### src/hw/rtl/zrle_pkg.sv
// Zero-run-length encoder: shared types and constants.
// Used by zrle_front, zrle_queue, zrle_back and zero_run_length_encoder.

package zrle_pkg;

   localparam int QUEUE_DEPTH = 4;

   localparam logic [7:0] RUN_LIMIT = 8'hFD;

   localparam int NUM_SLOTS = 9;

   localparam int SLOT_LEN0  = 0;
   localparam int SLOT_LEN1  = 1;
   localparam int SLOT_LEN2  = 2;
   localparam int SLOT_LEN3  = 3;
   localparam int SLOT_FMARK = 4;
   localparam int SLOT_FRUN  = 5;
   localparam int SLOT_LIT   = 6;
   localparam int SLOT_CMARK = 7;
   localparam int SLOT_CRUN  = 8;

   typedef struct packed {
      logic [7:0]  data_byte;
      logic        block_end;
      logic [31:0] block_length;
   } req_type;

   typedef struct packed {
      logic [7:0] out_byte;
      logic       last_of_item;
      logic       block_done;
   } rsp_type;

   typedef struct packed {
      logic [NUM_SLOTS-1:0] slots;
      logic [31:0]          length;
      logic [7:0]           flush_run;
      logic [7:0]           literal;
      logic [7:0]           close_run;
   } job_type;

endpackage

### src/hw/rtl/zrle_front.sv
// Front end: accepts requests, tracks block and zero-run state, builds jobs.
// Depends on zrle_pkg.

module zrle_front (
   input  logic              clock,
   input  logic              reset,
   input  logic              req_fire,
   input  zrle_pkg::req_type req_data,
   output logic              push,
   output zrle_pkg::job_type push_job
);

   logic       inside_ff, inside_in;
   logic [7:0] run_ff, run_in;
   logic [7:0] run_start;
   logic [7:0] run_mid;
   logic       do_flush;
   logic [7:0] flush_run;
   logic       is_literal;

   always_comb begin
      run_start  = inside_ff ? run_ff : 8'd0;
      do_flush   = 1'b0;
      flush_run  = run_start;
      is_literal = 1'b0;
      run_mid    = 8'd0;
      if (req_data.data_byte != 8'd0) begin
         do_flush   = (run_start != 8'd0);
         is_literal = 1'b1;
      end else if (run_start < zrle_pkg::RUN_LIMIT) begin
         run_mid = run_start + 8'd1;
      end else begin
         do_flush  = 1'b1;
         flush_run = run_start + 8'd1;
      end
   end

   always_comb begin
      push_job.slots = '0;
      push_job.slots[zrle_pkg::SLOT_LEN0]  = !inside_ff;
      push_job.slots[zrle_pkg::SLOT_LEN1]  = !inside_ff;
      push_job.slots[zrle_pkg::SLOT_LEN2]  = !inside_ff;
      push_job.slots[zrle_pkg::SLOT_LEN3]  = !inside_ff;
      push_job.slots[zrle_pkg::SLOT_FMARK] = do_flush;
      push_job.slots[zrle_pkg::SLOT_FRUN]  = do_flush;
      push_job.slots[zrle_pkg::SLOT_LIT]   = is_literal;
      push_job.slots[zrle_pkg::SLOT_CMARK] = req_data.block_end;
      push_job.slots[zrle_pkg::SLOT_CRUN]  = req_data.block_end;
      push_job.length    = req_data.block_length;
      push_job.flush_run = flush_run;
      push_job.literal   = req_data.data_byte;
      push_job.close_run = run_mid;
   end

   assign push = req_fire && (push_job.slots != '0);

   always_comb begin
      inside_in = inside_ff;
      run_in    = run_ff;
      if (req_fire) begin
         inside_in = !req_data.block_end;
         run_in    = req_data.block_end ? 8'd0 : run_mid;
      end
   end

   always_ff @(posedge clock) begin
      if (reset) begin
         inside_ff <= 1'b0;
         run_ff    <= 8'd0;
      end else begin
         inside_ff <= inside_in;
         run_ff    <= run_in;
      end
   end

endmodule

### src/hw/rtl/zrle_queue.sv
// Job queue between front and back end, built from flip-flops.
// Depends on zrle_pkg for the job type.

module zrle_queue #(
   parameter int DEPTH = zrle_pkg::QUEUE_DEPTH
) (
   input  logic              clock,
   input  logic              reset,
   input  logic              push,
   input  zrle_pkg::job_type push_job,
   input  logic              pop,
   output zrle_pkg::job_type head_job,
   output logic              empty,
   output logic              full
);

   localparam int PTR_W = (DEPTH > 1) ? $clog2(DEPTH) : 1;
   localparam int CNT_W = $clog2(DEPTH + 1);

   zrle_pkg::job_type entry_ff [DEPTH];
   logic [PTR_W-1:0]  wr_ptr_ff, wr_ptr_in;
   logic [PTR_W-1:0]  rd_ptr_ff, rd_ptr_in;
   logic [CNT_W-1:0]  count_ff, count_in;

   assign empty    = (count_ff == '0);
   assign full     = (count_ff == CNT_W'(DEPTH));
   assign head_job = entry_ff[rd_ptr_ff];

   always_comb begin
      wr_ptr_in = wr_ptr_ff;
      rd_ptr_in = rd_ptr_ff;
      count_in  = count_ff;
      if (push) begin
         wr_ptr_in = (wr_ptr_ff == PTR_W'(DEPTH - 1)) ? '0 : wr_ptr_ff + 1'b1;
      end
      if (pop) begin
         rd_ptr_in = (rd_ptr_ff == PTR_W'(DEPTH - 1)) ? '0 : rd_ptr_ff + 1'b1;
      end
      if (push && !pop) begin
         count_in = count_ff + 1'b1;
      end else if (pop && !push) begin
         count_in = count_ff - 1'b1;
      end
   end

   always_ff @(posedge clock) begin
      if (reset) begin
         wr_ptr_ff <= '0;
         rd_ptr_ff <= '0;
         count_ff  <= '0;
      end else begin
         wr_ptr_ff <= wr_ptr_in;
         rd_ptr_ff <= rd_ptr_in;
         count_ff  <= count_in;
      end
   end

   always_ff @(posedge clock) begin
      if (push) begin
         entry_ff[wr_ptr_ff] <= push_job;
      end
   end

endmodule

### src/hw/rtl/zrle_back.sv
// Back end: walks each job's output slots and drives the response register.
// Depends on zrle_pkg.

module zrle_back (
   input  logic              clock,
   input  logic              reset,
   input  zrle_pkg::job_type head_job,
   input  logic              empty,
   output logic              pop,
   output logic              rsp_valid,
   input  logic              rsp_stall,
   output zrle_pkg::rsp_type rsp_data
);

   zrle_pkg::job_type                cur_ff, cur_in;
   logic [zrle_pkg::NUM_SLOTS-1:0]   mask_ff, mask_in;
   logic                             rsp_valid_ff, rsp_valid_in;
   zrle_pkg::rsp_type                rsp_data_ff, rsp_data_in;
   zrle_pkg::job_type                work;
   logic                             have_work;
   logic                             use_head;
   logic                             slot_free;
   logic                             fire;
   logic [zrle_pkg::NUM_SLOTS-1:0]   low;
   logic [zrle_pkg::NUM_SLOTS-1:0]   remain;
   logic [7:0]                       sel_byte;

   assign use_head  = (mask_ff == '0);
   assign work      = use_head ? head_job : cur_ff;
   assign have_work = use_head ? !empty : 1'b1;
   assign slot_free = !rsp_valid_ff || !rsp_stall;
   assign fire      = have_work && slot_free;
   assign pop       = fire && use_head;
   assign low       = work.slots & (~work.slots + 1'b1);
   assign remain    = work.slots & ~low;

   always_comb begin
      case (1'b1)
         low[zrle_pkg::SLOT_LEN0]:  sel_byte = work.length[7:0];
         low[zrle_pkg::SLOT_LEN1]:  sel_byte = work.length[15:8];
         low[zrle_pkg::SLOT_LEN2]:  sel_byte = work.length[23:16];
         low[zrle_pkg::SLOT_LEN3]:  sel_byte = work.length[31:24];
         low[zrle_pkg::SLOT_FMARK]: sel_byte = 8'd0;
         low[zrle_pkg::SLOT_FRUN]:  sel_byte = work.flush_run;
         low[zrle_pkg::SLOT_LIT]:   sel_byte = work.literal;
         low[zrle_pkg::SLOT_CMARK]: sel_byte = 8'd0;
         low[zrle_pkg::SLOT_CRUN]:  sel_byte = work.close_run;
         default:                   sel_byte = 8'd0;
      endcase
   end

   always_comb begin
      cur_in       = cur_ff;
      mask_in      = mask_ff;
      rsp_valid_in = rsp_valid_ff;
      rsp_data_in  = rsp_data_ff;
      if (slot_free) begin
         rsp_valid_in = have_work;
      end
      if (fire) begin
         cur_in                   = work;
         cur_in.slots             = remain;
         mask_in                  = remain;
         rsp_data_in.out_byte     = sel_byte;
         rsp_data_in.last_of_item = (remain == '0);
         rsp_data_in.block_done   = low[zrle_pkg::SLOT_CRUN];
      end
   end

   always_ff @(posedge clock) begin
      if (reset) begin
         mask_ff      <= '0;
         rsp_valid_ff <= 1'b0;
      end else begin
         mask_ff      <= mask_in;
         rsp_valid_ff <= rsp_valid_in;
      end
   end

   always_ff @(posedge clock) begin
      cur_ff      <= cur_in;
      rsp_data_ff <= rsp_data_in;
   end

   assign rsp_valid = rsp_valid_ff;
   assign rsp_data  = rsp_data_ff;

endmodule

### src/hw/rtl/zero_run_length_encoder.sv
// Zero-run-length encoder, top level: front end, job queue, back end.
// Depends on zrle_pkg, zrle_front, zrle_queue and zrle_back.
//
// One raw byte is taken per cycle whenever the job queue (QUEUE_DEPTH
// entries) has room; the back end sends one coded byte per cycle, unless
// rsp_stall holds it, through a registered output. A request yields 0 to 7
// coded bytes: a stream of literals or zeros runs at one request per cycle
// while the output is not stalled, whereas block headers (4 bytes), run
// flushes (2 bytes) and closing pairs (2 bytes) are absorbed by the queue
// and slow the input only once it fills. The first byte of a block emits
// its length as a 4-byte little-endian header; zero runs are coded as 0x00
// followed by the run count, capped at 254; every block ends with a closing
// 0x00, run pair whose run byte is flagged by block_done.

module zero_run_length_encoder #(
   parameter int QUEUE_DEPTH = zrle_pkg::QUEUE_DEPTH
) (
   input  logic              clock,
   input  logic              reset,
   input  logic              req_valid,
   output logic              req_stall,
   input  zrle_pkg::req_type req_data,
   output logic              rsp_valid,
   input  logic              rsp_stall,
   output zrle_pkg::rsp_type rsp_data
);

   logic              req_fire;
   logic              push;
   logic              pop;
   logic              empty;
   logic              full;
   zrle_pkg::job_type push_job;
   zrle_pkg::job_type head_job;

   assign req_stall = full;
   assign req_fire  = req_valid && !full;

   zrle_front u_front (
      .clock    (clock),
      .reset    (reset),
      .req_fire (req_fire),
      .req_data (req_data),
      .push     (push),
      .push_job (push_job)
   );

   zrle_queue #(
      .DEPTH (QUEUE_DEPTH)
   ) u_queue (
      .clock    (clock),
      .reset    (reset),
      .push     (push),
      .push_job (push_job),
      .pop      (pop),
      .head_job (head_job),
      .empty    (empty),
      .full     (full)
   );

   zrle_back u_back (
      .clock     (clock),
      .reset     (reset),
      .head_job  (head_job),
      .empty     (empty),
      .pop       (pop),
      .rsp_valid (rsp_valid),
      .rsp_stall (rsp_stall),
      .rsp_data  (rsp_data)
   );

endmodule

### config.mk
export PLATFORM = sky130hd
export DESIGN_NAME = zero_run_length_encoder
export DESIGN_NICKNAME = d
export VERILOG_FILES = /design/src/hw/rtl/zrle_pkg.sv /design/src/hw/rtl/zrle_front.sv /design/src/hw/rtl/zrle_queue.sv /design/src/hw/rtl/zrle_back.sv /design/src/hw/rtl/zero_run_length_encoder.sv
export SDC_FILE = /design/constraint.sdc
export NUM_CORES = 1
export LEC_CHECK = 0
export ABC_AREA = 1
export BUFFER_PORTS_ARGS = -buffer_cell sky130_fd_sc_hd__buf_2
export CORE_MARGIN = 8
export CORE_UTILIZATION = 32
export CTS_CLUSTER_DIAMETER = 120
export DETAILED_ROUTE_END_ITERATION = 12
export HOLD_SLACK_MARGIN = 0.1
export SYNTH_ARGS = -nofsm -noshare
export SYNTH_HDL_FRONTEND = slang
export SYNTH_SLANG_ARGS = --single-unit
### constraint.sdc
create_clock -name clock -period 5.9 [get_ports clock]
set_clock_uncertainty 0.2 [all_clocks]
set_input_delay 0.295 -clock clock [delete_from_list [all_inputs] [get_ports clock]]
set_output_delay 0.295 -clock clock [all_outputs]
set_load 0.01 [all_outputs]
## Yosys cells after proc, flatten, opt, wreduce, memory -nomap -nowiden

Memory sizes are Yosys's and may differ from the RTL's. A register that Yosys moved wholly into a read port is not among the register bits.
Index checks and enable logic that the tools add are counted.

- Flip-flop bits (word level): 101
- Latch bits: 0
- RAM bits: 260
- Bits in read-only memories: 0
- Bits of input ports: 45
- Output and inout bits: 12
- Logic and storage cells: 80
- Memories kept: 1

- Add/sub/neg operators: 6
- Multiply operators: 0
- Divide/modulo/power cells: 0
- Order comparisons: 1
- Eq/ne operators: 3
- Shift operators: 0
- Mux-type cells: 28
- Bitwise operators: 4
- Reduce and logical (&&, ||, !) cells: 22

Memories:

| memory | depth | width | read ports | clocked after Yosys merged registers in | write ports | line | RTL |
|---|---|---|---|---|---|---|---|
| u_queue.entry_ff | 4 | 65 | 1 | 1 | 1 | zrle_queue.sv:20 | `zrle_pkg::job_type entry_ff [DEPTH];` |

Operators with widths:

| kind | count |
|---|---|
| 2-to-1 mux 8 bit | 15 |
| 2-to-1 mux 65 bit | 1 |
| bitwise AND 9 bit | 2 |
| zero test 9 bit | 2 |
| NOT 9 bit | 2 |
| nonzero test 8 bit | 2 |
| adder 9 x 1 -> 9 bit (second input constant) | 1 |
| nonzero test 9 bit | 1 |
| adder 8 x 1 -> 8 bit (second input constant) | 1 |
| zero test 1 bit | 8 |
| < comparator 8 bit (second input constant) | 1 |
| 2-to-1 mux 2 bit | 4 |
| logical AND 1 bit | 6 |
| 2-to-1 mux 1 bit | 6 |
| 2-to-1 mux 3 bit | 2 |
| adder 2 x 1 -> 2 bit (second input constant) | 2 |
| == test 2 bit (second input constant) | 2 |
| adder 3 x 1 -> 3 bit (second input constant) | 1 |
| == test 3 bit (second input constant) | 1 |
| zero test 3 bit | 1 |
| subtractor 3 x 1 -> 3 bit (second input constant) | 1 |
| nonzero test 2 bit | 1 |
| logical OR 1 bit | 1 |

## Logic depth before layout (Yosys ltp)

Gate-level depths: netlist of run 1.

- Depth in word-level cells: 14
- Gate-level depth with buffers: 16
- Mapped depth without buffers: 15

## Modules after synthesis

From an unflattened synthesis of run 1, not the netlist that was laid out.

- Cells, all modules: 1309
- Area, all modules: 15473.6 µm²

By module, submodules not included:

| module | instances | cells each | area an instance (µm²) | sequential area each (µm²) |
|---|---|---|---|---|
| zrle_queue | 1 | 688 | 10413.7 | 7987.7 |
| zrle_back | 1 | 428 | 3832.4 | 2162.1 |
| zrle_front | 1 | 191 | 1217.4 | 180.2 |
| zero_run_length_encoder | 1 | 2 | 10.0 | 0.0 |

## Least setup slack after synthesis of run 1

Ideal clock, no wire load.

- Kind: flip-flop to flip-flop
- From: register u_front.inside_ff
- To: memory u_queue.entry_ff[0][0] (netlist name) (enable)
- Library setup time: 0.478 ns
- Data arrival time: 3.884 ns
- Slack: 1.338 ns
- Cell stages (with the launch flop): 9
- Clock period less this slack: 4.562 ns
- Path through: dfxtp_1 -> buf_2 -> nand2_1 -> ha_1 -> nor4_2 -> nor2_1 -> nand2_1 -> nand2_2 -> nor2_1

- Longest elaborated chain between the ends: 8

RTL lines:

| what | line | RTL |
|---|---|---|
| start, declared | zrle_front.sv:13 | `logic inside_ff, inside_in;` |
| start signal, assigned | zrle_front.sv:71 | `inside_ff <= inside_in;` |
| 2-to-1 mux 8 bit | zrle_front.sv:22 | `run_start = inside_ff ? run_ff : 8'd0;` |
| < comparator 8 bit | zrle_front.sv:30 | `end else if (run_start < zrle_pkg::RUN_LIMIT) begin` |
| 2-to-1 mux 1 bit | zrle_front.sv:30 |  |
| 2-to-1 mux 1 bit | zrle_front.sv:27 | `if (req_data.data_byte != 8'd0) begin` |
| nonzero test 9 bit (*) | zrle_front.sv:55 | `assign push = req_fire && (push_job.slots != '0);` |
| logical AND 1 bit (*) | zrle_front.sv:55 |  |
| 2-to-1 mux 1 bit (*) | zrle_queue.sv:59 | `if (push) begin` |
| 2-to-1 mux 1 bit (implied by the code) (*) | zrle_queue.sv:60 | `entry_ff[wr_ptr_ff] <= push_job;` |
| end, declared | zrle_queue.sv:20 |  |

Every way passes the cells marked *; elsewhere a longest branch is shown, timed or not.

==> results of run 1 <==
==> final cells by class <==
class	instances	area (um^2)
clock inverter	20	228
tap	592	741
timing repair buffer	110	791
sequential	341	9970
fill	4235	27300
multi-input combinational	734	3550
inverter	73	275
clock buffer	42	955
==> flip-flops by register name, summed over array words and instances, names as in the netlist, named ones only <==
signal             flops
u_back.rsp_valid       1
u_back.rsp_data       10
u_queue.wr_ptr_ff      2
u_front.inside_ff      1
u_queue.rd_ptr_ff      2
u_back.mask_ff         8
u_queue.count_ff       3
u_front.run_ff         8
u_queue.entry_ff     240
u_back.cur_ff         64
==> report_power, final <==
part	internal [mW]	total, mW	leakage (nW)	switching, mW
registers	3.39	3.59	3.19	0.208
clock network	1.37	2.27	0.581	0.900
logic	0.731	2.73	2.18	2.00
==> kinds of logic (layout without fill, tap and decap cells) <==
group | count (synthesis) | count (layout) | synth area share
adder cells (fa/ha/maj) | 11 | 11 | 0.0103
AO/OA/AOI/OAI | 243 | 243 | 0.0927
AND/OR/NAND/NOR | 476 | 476 | 0.143
multiplexers | 1 | 1 | 0.000711
flip-flops | 341 | 341 | 0.708
buffers and inverters | 134 | 245 | 0.0427
XOR/XNOR | 3 | 3 | 0.00187
==> path summary, 6_finish.rpt <==
| path | slack, ps | from | endpoint | cells after the start |
|---|---|---|---|---|
| setup / recovery | 1970 | flop | u_back.rsp_data[2] | 15 |
| hold / removal | 100 | rsp_stall | u_back.rsp_valid | 5 |
| setup reg to reg | 1970 | flop | u_back.rsp_data[2] | 15 |
| hold reg to reg | 270 | u_front.run_ff[1] | u_front.run_ff[1] | 2 |
==> cell usage in the layout (no fill, tap or decap), types with 2 or more instances in the layout <==
cell	Yosys	final
nor4_1	3	3
or2_2	8	8
inv_1	67	67
clkbuf_16	0	37
nor3_2	2	2
nor2_8	3	3
buf_2	30	56
edfxtp_1	314	314
clkinv_2	0	6
dfxtp_1	27	25
clkinv_4	0	3
nor2_4	1	5
nand3_1	25	25
a31oi_1	25	24
o22ai_1	32	32
nor2_1	236	232
buf_4	10	12
o21ai_1	35	35
o21ai_0	116	116
dlygate4sd3_1	0	42
nand4_1	28	28
a21oi_1	29	29
xor2_1	3	3
clkinv_1	0	7
clkbuf_1	18	4
inv_2	6	5
nand2_1	161	161
bufinv_16	0	5
o21ai_2	2	2
a211oi_1	2	2
ha_1	10	10
nand2_2	5	5
==> metal layers <==
layer	track usage	vias up
met5	0	-
met4	0.0514	0
met3	0.0269	62
met2	0.222	214
met1	0.161	4432
li1	-	4449
==> stage by stage <==
step,hold slack (ps),cells
6_report,95.5,1912
2_1_floorplan,173,1209
4_1_cts,133,1912
3_5_place_dp,258,1808
5_1_grt,158,1912
3_3_place_gp,255,1808
==> worst register-to-register path: stages, from the launching register on <==
cell and delay [ps]:
dfxtp_4 800, clkinv_2 540, buf_4 430, buf_4 390, nand2_1 140, nand3_1 70, nand2_1 90, nand2_1 70
nand2_2 210, inv_2 130, nand2_1 180, nor2_8 70, nand4_1 70, nand4_1 100, nand2_1 110, nand3_1 70
==> results.sh, run 1 <==
export IMPL_status="finished clean"
export IMPL_design_power_total_mw=8.60
export IMPL_worstSetupPathType="reg2reg"
export IMPL_worst_pin_slew_ps=1240
export IMPL_ys_ff_latch=341
export IMPL_placementRows=77
export IMPL_post_cts_resized=0
export IMPL_gp_congestion=0.862
export IMPL_grt_max_degree=69
export IMPL_antenna_found_initial=0
export IMPL_crit_path_end_kind="flop"
export IMPL_p_leak_nw=5.95
export IMPL_ys_seq_area_frac=0.708
export IMPL_ios=57
export IMPL_syn_inst=1209
export IMPL_hold_violations=0
export IMPL_vdd_drop_max_uv=236
export IMPL_dp_hpwl_um=20500
export IMPL_path_clk_slew_ps=60
export IMPL_synth_top_cell_area_share=0.670
export IMPL_cts_sinks=341
export IMPL_vias_per_cell=4.79
export IMPL_finalCriticalPeriod_ps=3930
export IMPL_critPathMaxFanout=68
export IMPL_die_area_um2=50900
export IMPL_utilization=0.377
export IMPL_wl_per_cell_um=17.4
export IMPL_wirelength_um=33300
export IMPL_met3_length_um=1640
export IMPL_grt_usage=0.130
export IMPL_yosysWarnings=0
export IMPL_post_cts_buffers=0
export IMPL_clock_latency_ps=520
export IMPL_max_slew_margin=0.175
export IMPL_pwr_density_cell_nw_per_um2=521
export IMPL_crit_required_ps=5970
export IMPL_firstDrtPassIters=5
export IMPL_arrival_ps=4000
export IMPL_synth_most_common_cell="edfxtp_1"
export IMPL_die_h_um=226
export IMPL_io_buffers=56
export IMPL_coreArea_um2=43800
export IMPL_drive_above_1_share=0.117
export IMPL_cts_inserted_buffers=35
export IMPL_hp_class="in2reg"
export IMPL_setup_slack_ps=1970
export IMPL_start_util=0.321
export IMPL_drc=0
export IMPL_wl_met1_um=14300
export IMPL_maxCapViolations=0
export IMPL_grt_pass1_wl_um=52200
export IMPL_max_freq_mhz=255
export IMPL_dp_slack_ps=1980
export IMPL_grt_setup_unrepaired="false"
export IMPL_wl_met2_um=16300
export IMPL_synth_area_top_cells="edfxtp_1 67%, nor2_1 6.3%, nand2_1 4.3%"
export IMPL_path_cells="clkinv_2 -> buf_4 -> buf_4 -> nand2_1 -> nand3_1 -> nand2_1 -> nand2_1 -> nand2_2 -> inv_2 -> nand2_1 -> nor2_8 -> nand4_1 -> nand4_1 -> nand2_1 -> nand3_1"
export IMPL_synth_fp_nets=1265
export IMPL_cts_root_buf="clkbuf_16"
export IMPL_path_common_cell="nand2_1"
export IMPL_cts_hold_buf=42
export IMPL_final_cell_area_um2=16500
export IMPL_htree_levels=2
export IMPL_grt_pass1_vias=9133
export IMPL_fin_nets=1351
export IMPL_overflow=0
export IMPL_synthTopCellsByCount="314 x edfxtp_1, 236 x nor2_1, 161 x nand2_1"
export IMPL_synth_edf_count=314
export IMPL_clk_path_buf_depth=3
export IMPL_area_growth_pct=17.3
export IMPL_fin_crit_sh=0.666
export IMPL_synth_top_area_cell="edfxtp_1"
export IMPL_routed_top_layer="met4"
export IMPL_netlist_area_um2=14100
export IMPL_synth_cell_type_count=35
export IMPL_n_antenna_cell=0
export IMPL_critPathSlowestCell="dfxtp_4"
export IMPL_num_vias=9157
export IMPL_first_iter_violations=910
export IMPL_dieWidth_um=226
export IMPL_max_stage_delay_ps=800
export IMPL_finalSetupViolCount=0
export IMPL_cts_tree="done"
export IMPL_placed_area_um2=14900
export IMPL_critPathBufInv=4
export IMPL_ant_nets=0
export IMPL_finalMaxSlewViolations=0
export IMPL_synth_area_per_cell_um2=11.6
export IMPL_cp_start_kind="flop"
export IMPL_cp_top_family="buffers and inverters"
export IMPL_fin_tns_setup_ps=0
export IMPL_synth_ff_type="edfxtp_1"
export IMPL_async_flop_share=0
(Power assumes the default switching activity.)
==> inputs of run 2 (changes only) <==
- ABC_AREA: 1 -> 0
- clock period: 5.9 -> 3.6 ns (I/O delays scaled with it)
==> results.sh, run 2 <==
export IMPL_critPathMaxFanout=5
export IMPL_ant_nets=0
export IMPL_final_cell_area_um2=16200
export IMPL_worstSetupPathType="reg2reg"
export IMPL_drive_above_1_share=0.222
export IMPL_first_iter_violations=645
export IMPL_clock_latency_ps=510
export IMPL_crit_path_end_kind="flop"
export IMPL_hp_class="in2reg"
export IMPL_io_buffers=56
export IMPL_yosysWarnings=0
export IMPL_vias_per_cell=4.94
export IMPL_die_area_um2=49300
export IMPL_ios=57
export IMPL_grt_pass1_wl_um=45300
export IMPL_grt_pass1_vias=7716
export IMPL_synth_top_cell_area_share=0.676
export IMPL_num_vias=7521
export IMPL_dp_slack_ps=550
export IMPL_cts_inserted_buffers=35
export IMPL_clk_path_buf_depth=3
export IMPL_netlist_area_um2=13600
export IMPL_mostFrequentLayoutCells="306 x edfxtp_1, 139 x nand2_1, 58 x mux4_2, 56 x buf_2, 45 x dlygate4sd3_1"
export IMPL_syn_inst=840
export IMPL_maxCapViolations=0
export IMPL_status="finished clean"
export IMPL_wirelength_um=28900
export IMPL_max_stage_delay_ps=390
export IMPL_synth_area_top_cells="edfxtp_1 68%, mux4_2 9.6%, dfxtp_1 4.0%"
export IMPL_finalCriticalPeriod_ps=3070
export IMPL_synth_most_common_cell="edfxtp_1"
export IMPL_start_util=0.324
export IMPL_max_freq_mhz=326
export IMPL_pwr_density_cell_nw_per_um2=829
export IMPL_p_leak_nw=5.62
export IMPL_drc=0
export IMPL_path_cells="nand2_1 -> ha_1 -> nand4b_1 -> o2111ai_1 -> o21bai_1 -> inv_1 -> ha_1 -> inv_1 -> fa_1 -> xor2_1 -> or3_1 -> a21oi_1"
export IMPL_n_antenna_cell=0
export IMPL_synth_area_per_cell_um2=16.2
export IMPL_vdd_drop_max_uv=418
export IMPL_dieWidth_um=222
export IMPL_grt_usage=0.116
export IMPL_finalSetupViolCount=0
export IMPL_critPathSlowestCell="dfxtp_1"
export IMPL_cts_hold_buf=45
export IMPL_grt_max_degree=81
export IMPL_critPathBufInv=2
export IMPL_dp_hpwl_um=18500
export IMPL_async_flop_share=0
export IMPL_final_common_cell="edfxtp_1"
export IMPL_crit_required_ps=3840
export IMPL_largest_reg_flops=240
export IMPL_cp_top_family="adder cells"
export IMPL_synthTopCellsByCount="306 x edfxtp_1, 140 x nand2_1, 58 x mux4_2"
export IMPL_cts_sinks=333
export IMPL_synth_ff_type="edfxtp_1"
export IMPL_largest_register="u_queue.entry_ff"
export IMPL_finalMaxSlewViolations=0
export IMPL_hold_violations=0
export IMPL_die_h_um=222
export IMPL_worst_pin_slew_ps=1010
export IMPL_max_slew_margin=0.325
export IMPL_ys_ff_latch=333
export IMPL_synth_top_area_cell="edfxtp_1"
export IMPL_placementRows=75
export IMPL_setup_slack_ps=533
export IMPL_ys_seq_area_frac=0.716
export IMPL_fin_crit_sh=0.852
export IMPL_cp_start_kind="flop"
export IMPL_cts_tree="done"
export IMPL_area_growth_pct=19.2
export IMPL_overflow=0
export IMPL_synth_cell_type_count=62
export IMPL_grt_setup_unrepaired="false"
export IMPL_hold_ws_ps=226
export IMPL_synth_fp_nets=896
export IMPL_firstDrtPassIters=5
export IMPL_wl_per_cell_um=19.0
export IMPL_gp_congestion=0.868
export IMPL_post_cts_resized=0
export IMPL_arrival_ps=3310
export IMPL_coreArea_um2=41900
export IMPL_fin_tns_setup_ps=0
export IMPL_antenna_found_initial=0
export IMPL_placed_area_um2=14600
export IMPL_htree_levels=2
export IMPL_post_cts_buffers=0
export IMPL_synth_edf_count=306
export IMPL_path_clk_slew_ps=60
export IMPL_cts_root_buf="clkbuf_16"
export IMPL_fin_nets=1013
==> run 2: changes by cell type in the layout (fill, tap and decap cells not counted), sizes merged, moves of 9 or more <==
| cell | delta |
|---|---|
| a22oi | +9 |
| a31oi | -20 |
| buf | +12 |
| inv | -57 |
| mux2 | +9 |
| mux4 | +60 |
| nand2 | -26 |
| nand3 | -21 |
| nand4 | -26 |
| nor2 | -205 |
| nor3 | +11 |
| o21ai | -131 |
| o22ai | -29 |
==> run 2: kinds of logic (layout without fill, tap and decap cells) <==
| logic type | Yosys count | count (layout) | synth area share |
|---|---|---|---|
| buffers and inverters | 59 | 202 | 0.0182 |
| AND/OR/NAND/NOR | 245 | 245 | 0.0814 |
| adder cells (fa/ha/maj) | 11 | 11 | 0.0107 |
| flip-flops | 333 | 333 | 0.716 |
| XOR/XNOR | 9 | 9 | 0.00580 |
| AO/OA/AOI/OAI | 108 | 108 | 0.0556 |
| multiplexers | 75 | 75 | 0.112 |
==> run 2: metrics by stage <==
stage / instances / total power, mW / utilization
after detailed placement: 1414 / 9.91 / 0.348
after global routing: 1522 / 14.1 / 0.386
after floorplan: 840 / 8.56 / -
final: 1522 / 13.4 / 0.386
after global placement: 1414 / 9.86 / 0.348
after CTS: 1522 / 13.5 / 0.386
==> run 2: worst paths after layout <==
check | from | endpoint | slack [ps] | depth (start not counted)
setup / recovery | u_front.inside_ff | u_queue.count_ff[2] | 530 | 12
hold / removal | req_data[26] | u_queue.entry_ff[3][50] | 230 | 2
hold reg to reg | u_queue.rd_ptr_ff[1] | flop | 290 | 2
setup reg to reg | u_front.inside_ff | u_queue.count_ff[2] | 530 | 12
==> run 2: metal layers <==
layer  global-route usage  share of wire
met2                0.180           0.46
met1                0.162           0.48
met3               0.0241          0.050
met4               0.0308          0.016
met5                    0              0
==> run 2: where the power goes <==
part | leakage (nW) | internal (mW) | total, mW | switching, mW
combinational | 1.92 | 1.66 | 4.15 | 2.49
sequential | 3.15 | 5.32 | 5.73 | 0.407
clock | 0.556 | 2.12 | 3.55 | 1.43
total | 5.62 | 9.10 | 13.4 | 4.33
==> run 2: worst register-to-register path, delay by kind of cell (launching register included) <==
| kind | cells | cell delay [ps] |
|---|---|---|
| flops | 1 | 390 |
| xor+xnor | 1 | 180 |
| buf+inv | 2 | 200 |
| simple gates | 3 | 670 |
| fa+ha+maj | 3 | 770 |
| compound gates | 3 | 570 |
==> run 2: final cells by class <==
class / instances / area (um^2)
clock buffer: 40 / 916
clock inverter: 23 / 224
fill: 3830 / 25800
inverter: 14 / 52.6
multi-input combinational: 448 / 3630
sequential: 333 / 9730
tap: 539 / 674
timing repair buffer: 125 / 961
